**src/rtl/core/vsp_pkg.sv**
```systemverilog
// ----------------------------------------------------------------------------
// VCO synthesizer programmer package
// Shared types, frame constants and the band and channel frequency table.
// ----------------------------------------------------------------------------
`default_nettype none

package vsp_pkg;

    localparam int BANDS       = 5;
    localparam int CHANNELS    = 8;
    localparam int TAB_BANDS   = 5;
    localparam int TAB_CHANS   = 8;
    localparam int BAND_MAX    = (BANDS < TAB_BANDS) ? BANDS : TAB_BANDS;
    localparam int CHAN_MAX    = (CHANNELS < TAB_CHANS) ? CHANNELS : TAB_CHANS;
    localparam int QUEUE_DEPTH = 2;

    localparam int FRAME_BITS = 25;
    localparam int FREQ_W     = 13;
    localparam int DATA_W     = 20;
    localparam int PROD_W     = 18;
    localparam int FREQ_MULT  = 25;

    localparam logic [3:0]        ADDR_REF  = 4'h0;
    localparam logic [3:0]        ADDR_NA   = 4'h1;
    localparam logic [DATA_W-1:0] REF_DIV   = 20'd400;

    localparam logic                  OP_FREQ = 1'b0;
    localparam logic                  OP_CHAN = 1'b1;

    localparam logic [FRAME_BITS-1:0] FRAME_REF = {REF_DIV, 1'b1, ADDR_REF};

    typedef struct packed {
        logic              op;
        logic [FREQ_W-1:0] freq_mhz;
        logic [2:0]        band;
        logic [3:0]        channel;
    } t_cmd;

    typedef struct packed {
        logic       mosi_bit;
        logic       frame_index;
        logic [4:0] bit_index;
        logic       frame_end;
        logic       error;
        logic       last;
    } t_result;

    typedef struct packed {
        logic              err;
        logic [DATA_W-1:0] na_data;
    } t_job;

    typedef logic [TAB_CHANS-1:0][FREQ_W-1:0] t_row;

    function automatic t_row band_row(input logic [2:0] b);
        t_row row;
        case (b)
            3'd0: row = {13'd5725, 13'd5746, 13'd5765, 13'd5785,
                         13'd5805, 13'd5825, 13'd5846, 13'd5865};
            3'd1: row = {13'd5866, 13'd5847, 13'd5828, 13'd5809,
                         13'd5790, 13'd5771, 13'd5752, 13'd5733};
            3'd2: row = {13'd5905, 13'd5905, 13'd5905, 13'd5885,
                         13'd5665, 13'd5665, 13'd5685, 13'd5705};
            3'd3: row = {13'd5880, 13'd5860, 13'd5840, 13'd5820,
                         13'd5800, 13'd5780, 13'd5760, 13'd5740};
            3'd4: row = {13'd5917, 13'd5880, 13'd5843, 13'd5806,
                         13'd5769, 13'd5732, 13'd5695, 13'd5658};
            default: row = '0;
        endcase
        return row;
    endfunction

endpackage

`default_nettype wire

```
**src/rtl/core/vsp_front.sv**
```systemverilog
// ----------------------------------------------------------------------------
// VCO synthesizer programmer front end
// Holds the enable register, validates commands, looks up the channel
// frequency and forms the N and A counter data word for the back end.
// ----------------------------------------------------------------------------
`default_nettype none

module vsp_front (
    input  wire logic          i_clk,
    input  wire logic          i_rst_n,
    input  wire logic          i_push,
    input  wire vsp_pkg::t_cmd i_cmd,
    input  wire logic          i_q_full,
    input  wire logic          i_cfg_valid,
    input  wire logic          i_cfg_data,
    output logic               o_cfg_ready,
    output logic               o_job_push,
    output vsp_pkg::t_job      o_job
);
    import vsp_pkg::*;

    logic              r_enable;
    logic              n_enable;
    logic              accept;
    logic              band_ok;
    logic              chan_ok;
    logic              bad;
    logic [2:0]        band_idx;
    logic [2:0]        chan_idx;
    t_row              row;
    logic [FREQ_W-1:0] freq;
    logic [PROD_W-1:0] g;

    assign o_cfg_ready = 1'b1;
    assign accept      = i_push && !i_q_full;

    assign band_ok  = (i_cmd.band != 3'd0) && (32'(i_cmd.band) <= 32'(BAND_MAX));
    assign chan_ok  = (i_cmd.channel != 4'd0) && (32'(i_cmd.channel) <= 32'(CHAN_MAX));
    assign bad      = (i_cmd.op == OP_CHAN) && !(band_ok && chan_ok);
    assign band_idx = i_cmd.band - 3'd1;
    assign chan_idx = 3'(i_cmd.channel - 4'd1);
    assign row      = band_row(band_idx);
    assign freq     = (i_cmd.op == OP_CHAN) ? row[chan_idx] : i_cmd.freq_mhz;
    assign g        = PROD_W'(freq) * PROD_W'(FREQ_MULT);

    always_comb begin
        o_job.err     = bad;
        o_job.na_data = {1'b0, g[17:6], 1'b0, g[5:0]};
        o_job_push    = accept && r_enable;
    end

    always_comb begin
        n_enable = r_enable;
        if (i_cfg_valid) begin
            n_enable = i_cfg_data;
        end
    end

    always_ff @(posedge i_clk) begin
        if (!i_rst_n) begin
            r_enable <= 1'b0;
        end else begin
            r_enable <= n_enable;
        end
    end

endmodule

`default_nettype wire

```
**src/rtl/core/vsp_queue.sv**
```systemverilog
// ----------------------------------------------------------------------------
// VCO synthesizer programmer job queue
// Short first-in first-out queue of prepared jobs between front and back.
// ----------------------------------------------------------------------------
`default_nettype none

module vsp_queue #(
    parameter int DEPTH = vsp_pkg::QUEUE_DEPTH
) (
    input  wire logic          i_clk,
    input  wire logic          i_rst_n,
    input  wire logic          i_push,
    input  wire vsp_pkg::t_job i_job,
    output logic               o_full,
    input  wire logic          i_pop,
    output logic               o_valid,
    output vsp_pkg::t_job      o_job
);
    import vsp_pkg::*;

    localparam int PTR_W = $clog2(DEPTH);
    localparam int CNT_W = $clog2(DEPTH + 1);

    t_job             r_mem [DEPTH];
    logic [PTR_W-1:0] r_wr_ptr;
    logic [PTR_W-1:0] n_wr_ptr;
    logic [PTR_W-1:0] r_rd_ptr;
    logic [PTR_W-1:0] n_rd_ptr;
    logic [CNT_W-1:0] r_count;
    logic [CNT_W-1:0] n_count;
    logic             do_push;
    logic             do_pop;

    assign o_full  = (r_count == CNT_W'(DEPTH));
    assign o_valid = (r_count != '0);
    assign o_job   = r_mem[r_rd_ptr];
    assign do_push = i_push && !o_full;
    assign do_pop  = i_pop && o_valid;

    always_comb begin
        n_wr_ptr = r_wr_ptr;
        n_rd_ptr = r_rd_ptr;
        n_count  = r_count;
        if (do_push) begin
            n_wr_ptr = (r_wr_ptr == PTR_W'(DEPTH - 1)) ? '0 : r_wr_ptr + PTR_W'(1);
        end
        if (do_pop) begin
            n_rd_ptr = (r_rd_ptr == PTR_W'(DEPTH - 1)) ? '0 : r_rd_ptr + PTR_W'(1);
        end
        if (do_push && !do_pop) begin
            n_count = r_count + CNT_W'(1);
        end else if (do_pop && !do_push) begin
            n_count = r_count - CNT_W'(1);
        end
    end

    always_ff @(posedge i_clk) begin
        if (!i_rst_n) begin
            r_wr_ptr <= '0;
            r_rd_ptr <= '0;
            r_count  <= '0;
        end else begin
            r_wr_ptr <= n_wr_ptr;
            r_rd_ptr <= n_rd_ptr;
            r_count  <= n_count;
        end
    end

    always_ff @(posedge i_clk) begin
        if (do_push) begin
            r_mem[r_wr_ptr] <= i_job;
        end
    end

endmodule

`default_nettype wire

```
**src/rtl/core/vsp_back.sv**
```systemverilog
// ----------------------------------------------------------------------------
// VCO synthesizer programmer back end
// Serializes the reference and N and A counter frames one bit per beat,
// or gives a single error beat for a rejected command.
// ----------------------------------------------------------------------------
`default_nettype none

module vsp_back (
    input  wire logic          i_clk,
    input  wire logic          i_rst_n,
    input  wire logic          i_q_valid,
    input  wire vsp_pkg::t_job i_job,
    output logic               o_q_pop,
    output logic               o_empty,
    input  wire logic          i_pop,
    output vsp_pkg::t_result   o_result
);
    import vsp_pkg::*;

    localparam logic [4:0] LAST_BIT = 5'(FRAME_BITS - 1);

    logic                  r_active;
    logic                  n_active;
    logic                  r_err;
    logic                  n_err;
    logic [FRAME_BITS-1:0] r_frame;
    logic [FRAME_BITS-1:0] n_frame;
    logic                  r_fi;
    logic                  n_fi;
    logic [4:0]            r_bi;
    logic [4:0]            n_bi;
    logic                  beat;
    logic                  load;
    logic                  at_end;

    assign o_empty = !r_active;
    assign beat    = i_pop && r_active;
    assign at_end  = (r_bi == LAST_BIT);
    assign load    = !r_active || (beat && o_result.last);
    assign o_q_pop = load && i_q_valid;

    always_comb begin
        o_result.mosi_bit    = !r_err && (r_fi ? r_frame[r_bi] : FRAME_REF[r_bi]);
        o_result.frame_index = r_fi;
        o_result.bit_index   = r_bi;
        o_result.frame_end   = !r_err && at_end;
        o_result.error       = r_err;
        o_result.last        = r_err || (r_fi && at_end);
    end

    always_comb begin
        n_active = r_active;
        n_err    = r_err;
        n_frame  = r_frame;
        n_fi     = r_fi;
        n_bi     = r_bi;
        if (load) begin
            n_active = i_q_valid;
            n_err    = i_job.err;
            n_frame  = {i_job.na_data, 1'b1, ADDR_NA};
            n_fi     = 1'b0;
            n_bi     = '0;
        end else if (beat) begin
            if (at_end) begin
                n_fi = 1'b1;
                n_bi = '0;
            end else begin
                n_bi = r_bi + 5'd1;
            end
        end
    end

    always_ff @(posedge i_clk) begin
        if (!i_rst_n) begin
            r_active <= 1'b0;
            r_fi     <= 1'b0;
            r_bi     <= '0;
        end else begin
            r_active <= n_active;
            r_fi     <= n_fi;
            r_bi     <= n_bi;
        end
    end

    always_ff @(posedge i_clk) begin
        r_err   <= n_err;
        r_frame <= n_frame;
    end

`ifndef ASSERT_OFF
    a_mid_cmd_stays: assert property (@(posedge i_clk) disable iff (!i_rst_n)
        (i_pop && !o_empty && !o_result.last) |=> !o_empty)
        else $error("Result channel went empty in the middle of a command.");

    a_bit_range: assert property (@(posedge i_clk) disable iff (!i_rst_n)
        !o_empty |-> (o_result.bit_index <= LAST_BIT))
        else $error("Bit index beyond the frame length.");

    a_bit_step: assert property (@(posedge i_clk) disable iff (!i_rst_n)
        (i_pop && !o_empty && !o_result.last && !o_result.frame_end)
        |=> (o_result.bit_index == $past(o_result.bit_index) + 5'd1))
        else $error("Bit index did not advance by one.");
`endif

endmodule

`default_nettype wire

```
**src/rtl/core/vco_synth_spi_programmer.sv**
```systemverilog
// ----------------------------------------------------------------------------
// VCO synthesizer SPI programmer
// A command is written into the job queue and then loaded into the serializer before its first result beat is shown.
// Throughput: 50 result beats per valid command, one for a rejected one,
// none when disabled; the serializer emits one bit per cycle while popped.
// Reset clears the enable register, the job queue and the serializer.
// ----------------------------------------------------------------------------
`default_nettype none

module vco_synth_spi_programmer #(
    parameter int QUEUE_DEPTH = vsp_pkg::QUEUE_DEPTH
) (
    input  wire logic          i_clk,
    input  wire logic          i_rst_n,
    input  wire logic          push,
    input  wire vsp_pkg::t_cmd i_cmd,
    output logic               full,
    input  wire logic          i_cfg_valid,
    input  wire logic          i_cfg_data,
    output logic               o_cfg_ready,
    output logic               empty,
    input  wire logic          pop,
    output vsp_pkg::t_result   o_result
);
    import vsp_pkg::*;

    logic job_push;
    t_job front_job;
    logic q_full;
    logic q_valid;
    logic q_pop;
    t_job q_job;

    assign full = q_full;

    vsp_front u_front (
        .i_clk       (i_clk),
        .i_rst_n     (i_rst_n),
        .i_push      (push),
        .i_cmd       (i_cmd),
        .i_q_full    (q_full),
        .i_cfg_valid (i_cfg_valid),
        .i_cfg_data  (i_cfg_data),
        .o_cfg_ready (o_cfg_ready),
        .o_job_push  (job_push),
        .o_job       (front_job)
    );

    vsp_queue #(
        .DEPTH (QUEUE_DEPTH)
    ) u_queue (
        .i_clk   (i_clk),
        .i_rst_n (i_rst_n),
        .i_push  (job_push),
        .i_job   (front_job),
        .o_full  (q_full),
        .i_pop   (q_pop),
        .o_valid (q_valid),
        .o_job   (q_job)
    );

    vsp_back u_back (
        .i_clk     (i_clk),
        .i_rst_n   (i_rst_n),
        .i_q_valid (q_valid),
        .i_job     (q_job),
        .o_q_pop   (q_pop),
        .o_empty   (empty),
        .i_pop     (pop),
        .o_result  (o_result)
    );

endmodule

`default_nettype wire

```
**config.mk**
```make
export PLATFORM = sky130hd
export DESIGN_NAME = vco_synth_spi_programmer
export DESIGN_NICKNAME = d
export VERILOG_FILES = /design/src/rtl/core/vsp_pkg.sv /design/src/rtl/core/vsp_front.sv /design/src/rtl/core/vsp_queue.sv /design/src/rtl/core/vsp_back.sv /design/src/rtl/core/vco_synth_spi_programmer.sv
export SDC_FILE = /design/constraint.sdc
export NUM_CORES = 1
export LEC_CHECK = 0
export ABC_CLOCK_PERIOD_IN_PS = 7720
export BUFFER_PORTS_ARGS = -buffer_cell sky130_fd_sc_hd__buf_2
export CAP_MARGIN = 40
export CORE_MARGIN = 1
export CORE_UTILIZATION = 32
export CTS_CLUSTER_SIZE = 40
export DETAILED_ROUTE_END_ITERATION = 7
export GPL_TIMING_DRIVEN = 0
export MAX_ROUTING_LAYER = met4
export PLACE_DENSITY_LB_ADDON = 0.2
export SLEW_MARGIN = 20
export SYNTH_ARGS = -nofsm -noshare
export SYNTH_HDL_FRONTEND = slang
export SYNTH_SLANG_ARGS = --single-unit
export TNS_END_PERCENT = 5
```
**constraint.sdc**
```tcl
create_clock -name i_clk -period 7.72 [get_ports i_clk]
set_input_delay 1.544 -clock i_clk [delete_from_list [all_inputs] [get_ports i_clk]]
set_output_delay 1.544 -clock i_clk [all_outputs]
set_load 0.05 [all_outputs]
```
; ---- Word level (Yosys, flattened, before mapping)
; Memories as Yosys holds them, arrays and structs flattened. A register that Yosys moved wholly into a read port is not among the register bits.
; Index checks and enable logic that the tools add are counted.
[totals]
out_inout_bits = 13
ram_bits = 38
mem_count = 2
rom_bits = 32
inputBits = 27
word_cells = 77
reg_bits = 32
[classes]
addsub = 7
n_bitwise = 1
multipliers = 1
order_cmp = 4
muxes = 17
eq_ne = 6
n_reduce_logical = 31
[memory_table]
columns = memory, depth, word_bits, read_ports, rd_ports_with_merged_regs, wr, line_no
row1 = u_queue.r_mem, 2, 19, 1, 1, 1, vsp_queue.sv:24  ; t_job r_mem [DEPTH];
row2 = (no name shown), 32, 1, 1, 1, 0, vsp_back.sv:43  ; o_result.mosi_bit = !r_err && (r_fi ? r_frame[r_bi] : FRAME_REF[r_bi]);
[ops]
columns = cell, n
row1 = one-hot mux 104 bit (5 select lines), 1
row2 = binary-select mux 13 bit (select 3 bit), 1
row3 = 2-to-1 mux 13 bit, 2
row4 = "multiplier 13 x 5 -> 18 bit, second input constant", 1
row5 = logical AND 1 bit, 16
row6 = 2-to-1 mux 5 bit, 3
row7 = 2-to-1 mux 1 bit, 7
row8 = "equality test 3 x 2 -> 1 bit, second input constant", 2
row9 = logical NOT 1 bit, 6
row10 = "less-than comparator 5 x 6 -> 1 bit, second input constant", 1
row11 = "subtractor 3 x 1 -> 3 bit, second input constant", 2
row12 = "adder 5 x 1 -> 5 bit, second input constant", 1
row13 = binary-select mux 1 bit (select 5 bit), 1
row14 = "equality test 5 bit, second input constant", 1
row15 = "less-or-equal comparator 4 bit, second input constant", 1
row16 = "less-than comparator 3 x 4 -> 1 bit, second input constant", 1
row17 = 2-to-1 mux 2 bit, 2
row18 = nonzero test 2 bit, 2
row19 = nonzero test 4 bit, 1
row20 = "equality test 3 x 1 -> 1 bit, second input constant", 1
row21 = "equality test 3 bit, second input constant", 1
row22 = "less-or-equal comparator 3 bit, second input constant", 1
row23 = logical NOT 3 bit, 1
row24 = nonzero test 3 bit, 1
row25 = 8 further kinds, 10

; ---- Longest topological paths before layout
[depth]
word_depth = 10
depth_mapped = 22
depth_no_buf = 18

; ---- Modules after synthesis
; A second synthesis with hierarchy kept.
[unflattened]
hier_cells = 547
hier_area_um2 = 5637.9
[modules_own_cells]
columns = mod, area_per_inst_um2, seq_area_each_um2, cells_each, instances
row1 = vsp_front, 2497.4, 20.0, 344, 1
row2 = vsp_queue, 1744.2, 1361.3, 90, 1
row3 = vsp_back, 1396.3, 790.8, 113, 1

; ---- Worst setup path before layout
; Ideal clock, no wire load.
[synth_timing]
path_kind = input port to flip-flop
from = input i_cmd[0] (netlist bit)
to = memory u_queue.r_mem[0][14] (netlist bit) (data pin)
required_time_ps = 7551
arrival_time_ps = 6093
cell_stages = 20
n_path_buf = 2
path_slack_ps = 1458
setup_time_ps = 169
cell_sequence = inv_1 -> clkbuf_1 -> ha_1 -> clkbuf_1 -> nor4b_1 -> nand2_1 -> o221ai_1 -> nand2_1 -> a31oi_1 -> ha_1 -> ha_1 -> inv_1 -> fa_1 -> inv_1 -> ha_1 -> nor2b_4 -> o31a_4 -> o32ai_4 -> or4b_1 -> o211ai_1
[synth_lines]
columns = item, line_no
row1 = start: declaration, vco_synth_spi_programmer.sv:16  ; input wire vsp_pkg::t_cmd i_cmd,
row2 = end: declaration, vsp_queue.sv:24

==> impl_metrics.env <==
export IMPL_status="finished, violations left"
export IMPL_failed_checks="design-rule violations"
export IMPL_cts_tree="yes"
export IMPL_insertedDiodeCount=0
export IMPL_num_rows=44
export IMPL_drtAntennaViolNets=0
export IMPL_synth_enable_flop_cells=57
export IMPL_ir_drop_mv=0.112
export IMPL_dpl_hpwl_um=7790
export IMPL_finalSetupViolCount=0
export IMPL_portBuffers=37
export IMPL_wl_per_cell_um=14.8
export IMPL_cts_made_buffers=9
export IMPL_finalSetupTns_ns=0
export IMPL_dieWidth_um=125
export IMPL_finClkSkew_ns=0.00531
export IMPL_final_cell_count_no_fill=709
export IMPL_syn_area_per_cell_um2=10.4
export IMPL_clk_path_buf_depth=2
export IMPL_clock_sinks=70
export IMPL_startpoint_type="input port"
export IMPL_synth_ff_type="edfxtp_1"
export IMPL_final_util_pct=38.5
export IMPL_fill_cells=1449
export IMPL_synthArstFlopShare_pct=0
export IMPL_grt_usage_pct=14.4
export IMPL_hp_class="reg -> reg"
export IMPL_cp_required_ns=7.76
export IMPL_synth_top_area_share_pct=35.1
export IMPL_core_um2=14700
export IMPL_grt_max_degree=22
export IMPL_gp_congestion=0.900
export IMPL_power_frac_comb_pct=39.4
export IMPL_netlist_area_um2=4880
export IMPL_ys_seq_elements=70
export IMPL_path_delay_family="compound AO/OA/AOI/OAI gates"
export IMPL_maxCapViolCount=0
export IMPL_path_max_fanout=11
export IMPL_synth_common_cells="edfxtp_1, ha_1, inv_1, a21oi_1"
export IMPL_cp_num_cells=19
export IMPL_synth_top_area_cell="edfxtp_1"
export IMPL_synth_warnings=0
export IMPL_fp_dieArea_um2=15700
export IMPL_drt_vias_per_instance=5.16
export IMPL_worst_pin_slew_ns=0.754
export IMPL_cts_hold_buf=0
export IMPL_layout_min_cycle_time_ns=6.95
export IMPL_finalCritPeriodShare_pct=90.0
export IMPL_die_height_um=125
export IMPL_rr_worst_depth=11
export IMPL_antenna_found_initial=0
export IMPL_rsz0062_at_grt="false"
export IMPL_grt_pass1_vias=3631
export IMPL_syn_num_nets=551
export IMPL_worst_setup_path_end_kind="flop"
export IMPL_crit_buf_inv=5
export IMPL_min_path_cells=2
export IMPL_grt_pass1_wl_um=17500
export IMPL_syn_inst=467
export IMPL_drt_iter0_drc=196
export IMPL_grt_overflow=0
export IMPL_p_leak_nw=2.31
export IMPL_ys_top_cells_by_area="edfxtp_1, ha_1, dfxtp_1"
export IMPL_swShare_pct=33.5
export IMPL_vias=3660
export IMPL_fmax_mhz=144
export IMPL_finalPower_mw=1.61
export IMPL_wirelength_um=10500
export IMPL_critical_path_class="in -> reg"
export IMPL_start_util_pct=33.2
export IMPL_hold_viol=0
export IMPL_post_route_drc_count=5
export IMPL_slew_headroom_pct=49.4
export IMPL_path_clk_slew_ns=0.05
export IMPL_crit_slowest_cell="a311oi_1"
export IMPL_final_max_slew_violation_count=0
export IMPL_synth_distinct_cells=66
export IMPL_power_density_nw_per_um2=285
export IMPL_path_cells="buf_2, inv_1, clkbuf_1, ha_1, clkbuf_1, clkbuf_1, mux2i_1, a32oi_1, a21oi_1, a311oi_1, ha_1, ha_1, fa_1, ha_1, o211ai_1, o21ai_1, o21ai_1, o41ai_1, a311oi_1"
export IMPL_drive_gt1_share_pct=17.0
export IMPL_ys_seq_area_share_pct=40.4
export IMPL_critPathMostFrequentCell="ha_1"
export IMPL_internal_power_mw=1.07
export IMPL_ios=40
export IMPL_cts_resized=0
export IMPL_arrival_ns=6.99
export IMPL_h_tree_depth=3
export IMPL_cts_root_buf="clkbuf_16"
export IMPL_nets=604
export IMPL_first_pass_iters=6
export IMPL_dp_cells=692
export IMPL_clkPwrFrac_pct=26.3
export IMPL_p_seq_share_pct=34.3
export IMPL_syn_to_final_growth_pct=15.9
export IMPL_postCtsSetupBuffers=0
export IMPL_synth_most_common_cell="edfxtp_1"
export IMPL_max_stage_delay_ns=0.66
export IMPL_p_switching_mw=0.540
export IMPL_clock_latency_ns=0.33
sequential cells by signal, summed over array words and instances, names as in the netlist, named ones only:
register,count
u_back.r_fi,1
u_queue.r_mem,38
u_back.r_err,1
u_back.r_bi,5
u_front.r_enable,1
u_queue.r_rd_ptr,1
u_queue.r_wr_ptr,1
u_back.r_active,1
u_back.r_frame,18
u_queue.r_count,2
cell usage in the layout, fill, tap and decap left out, types with 3 or more instances in the layout:
master and instances:
a211oi_1 4, a21boi_0 4, a21o_1 3, a21oi_1 28, a311oi_1 3, a31oi_1 8, and2_1 4, buf_2 42
buf_4 5, clkbuf_1 19, clkbuf_16 9, clkinv_1 3, dfxtp_1 13, edfxtp_1 57, fa_1 8, ha_1 49
inv_1 46, mux2_2 19, mux2i_1 8, mux4_2 3, nand2_1 23, nand2b_1 3, nand3_1 12, nor2_1 23
nor2b_1 12, nor3_1 8, nor4_1 3, o211ai_1 3, o21a_1 6, o21ai_0 21, o22ai_1 3, o41ai_1 3
or3_1 4, xnor2_1 10, xor2_1 6
tightest hold or removal path, cell delays in order, from the launching register on:
cell	delay, ns
dfxtp_1	0.33
nand3_1	0.10
nor2b_1	0.05
metal layers:
layer | vias to the layer above | GRT usage (%) | part of all wire (%) | wire, um
met1 | 1734 | 17.8 | 47 | 4960
met5 | - | - | 0 | 0
li1 | 1825 | - | - | -
met4 | 0 | 6.10 | 1.8 | 191
met3 | 17 | 2.87 | 4.3 | 452
met2 | 84 | 22.9 | 46 | 4860
cell families (layout without fill, tap and decap cells):
kind of cell | count (synthesis) | after routing | share of synthesized area, %
buffers and inverters | 73 | 131 | 5.97
and+or+nand+nor | 107 | 107 | 11.5
DFF | 70 | 70 | 40.4
other | 1 | 1 | 0.0768
adders and majority gates | 57 | 57 | 15.8
AOI/OAI and AO/OA | 112 | 112 | 15.6
xor gates and xnor gates | 17 | 17 | 3.21
muxes | 30 | 30 | 7.41
power groups by stage:
stage | Sequential, mW | Combinational (mW) | Clock [mW]
after floorplan | 0.554 | 0.488 | 0
after global placement | 0.560 | 0.616 | 0
after global routing | 0.558 | 0.715 | 0.450
after CTS | 0.554 | 0.636 | 0.434
final | 0.552 | 0.636 | 0.424
after detailed placement | 0.561 | 0.628 | 0
path summary, 6_finish.rpt:
| check | start | endpoint | slack, ns |
|---|---|---|---|
| hold / removal | u_back.r_active | u_back.r_bi[3] | 0.51 |
| hold reg to reg | u_back.r_active | u_back.r_bi[3] | 0.51 |
| setup / recovery | i_cmd[0] | u_queue.r_mem[1][17] | 0.77 |
| setup reg to reg | u_back.r_bi[0] | u_queue.r_count[1] | 4.75 |
final cells by class:
type                    instances  area [um^2]  area share [%]
plain buffers                  27          119            2.10
inverters                      46          173            3.05
multi-input cells             324         2620            46.4
repair buffers                 42          234            4.14
well taps                     184          230            4.07
flip-flops and latches         70         1970            34.9
clock inverters                 6         76.3            1.35
clock buffers                  10          229            4.05
metrics by stage:
step | hold slack, ns | setup WS (ns) | cell area [um^2]
3_5_place_dp | 0.500 | 0.412 | 5330
6_report | 0.515 | 0.768 | 5650
3_3_place_gp | 0.499 | 0.242 | 5300
4_1_cts | 0.508 | 0.752 | 5640
5_1_grt | 0.540 | 0.420 | 5650
2_1_floorplan | 0.473 | 1.46 | 4880
Note: power is estimated with default switching activity, not from simulation.
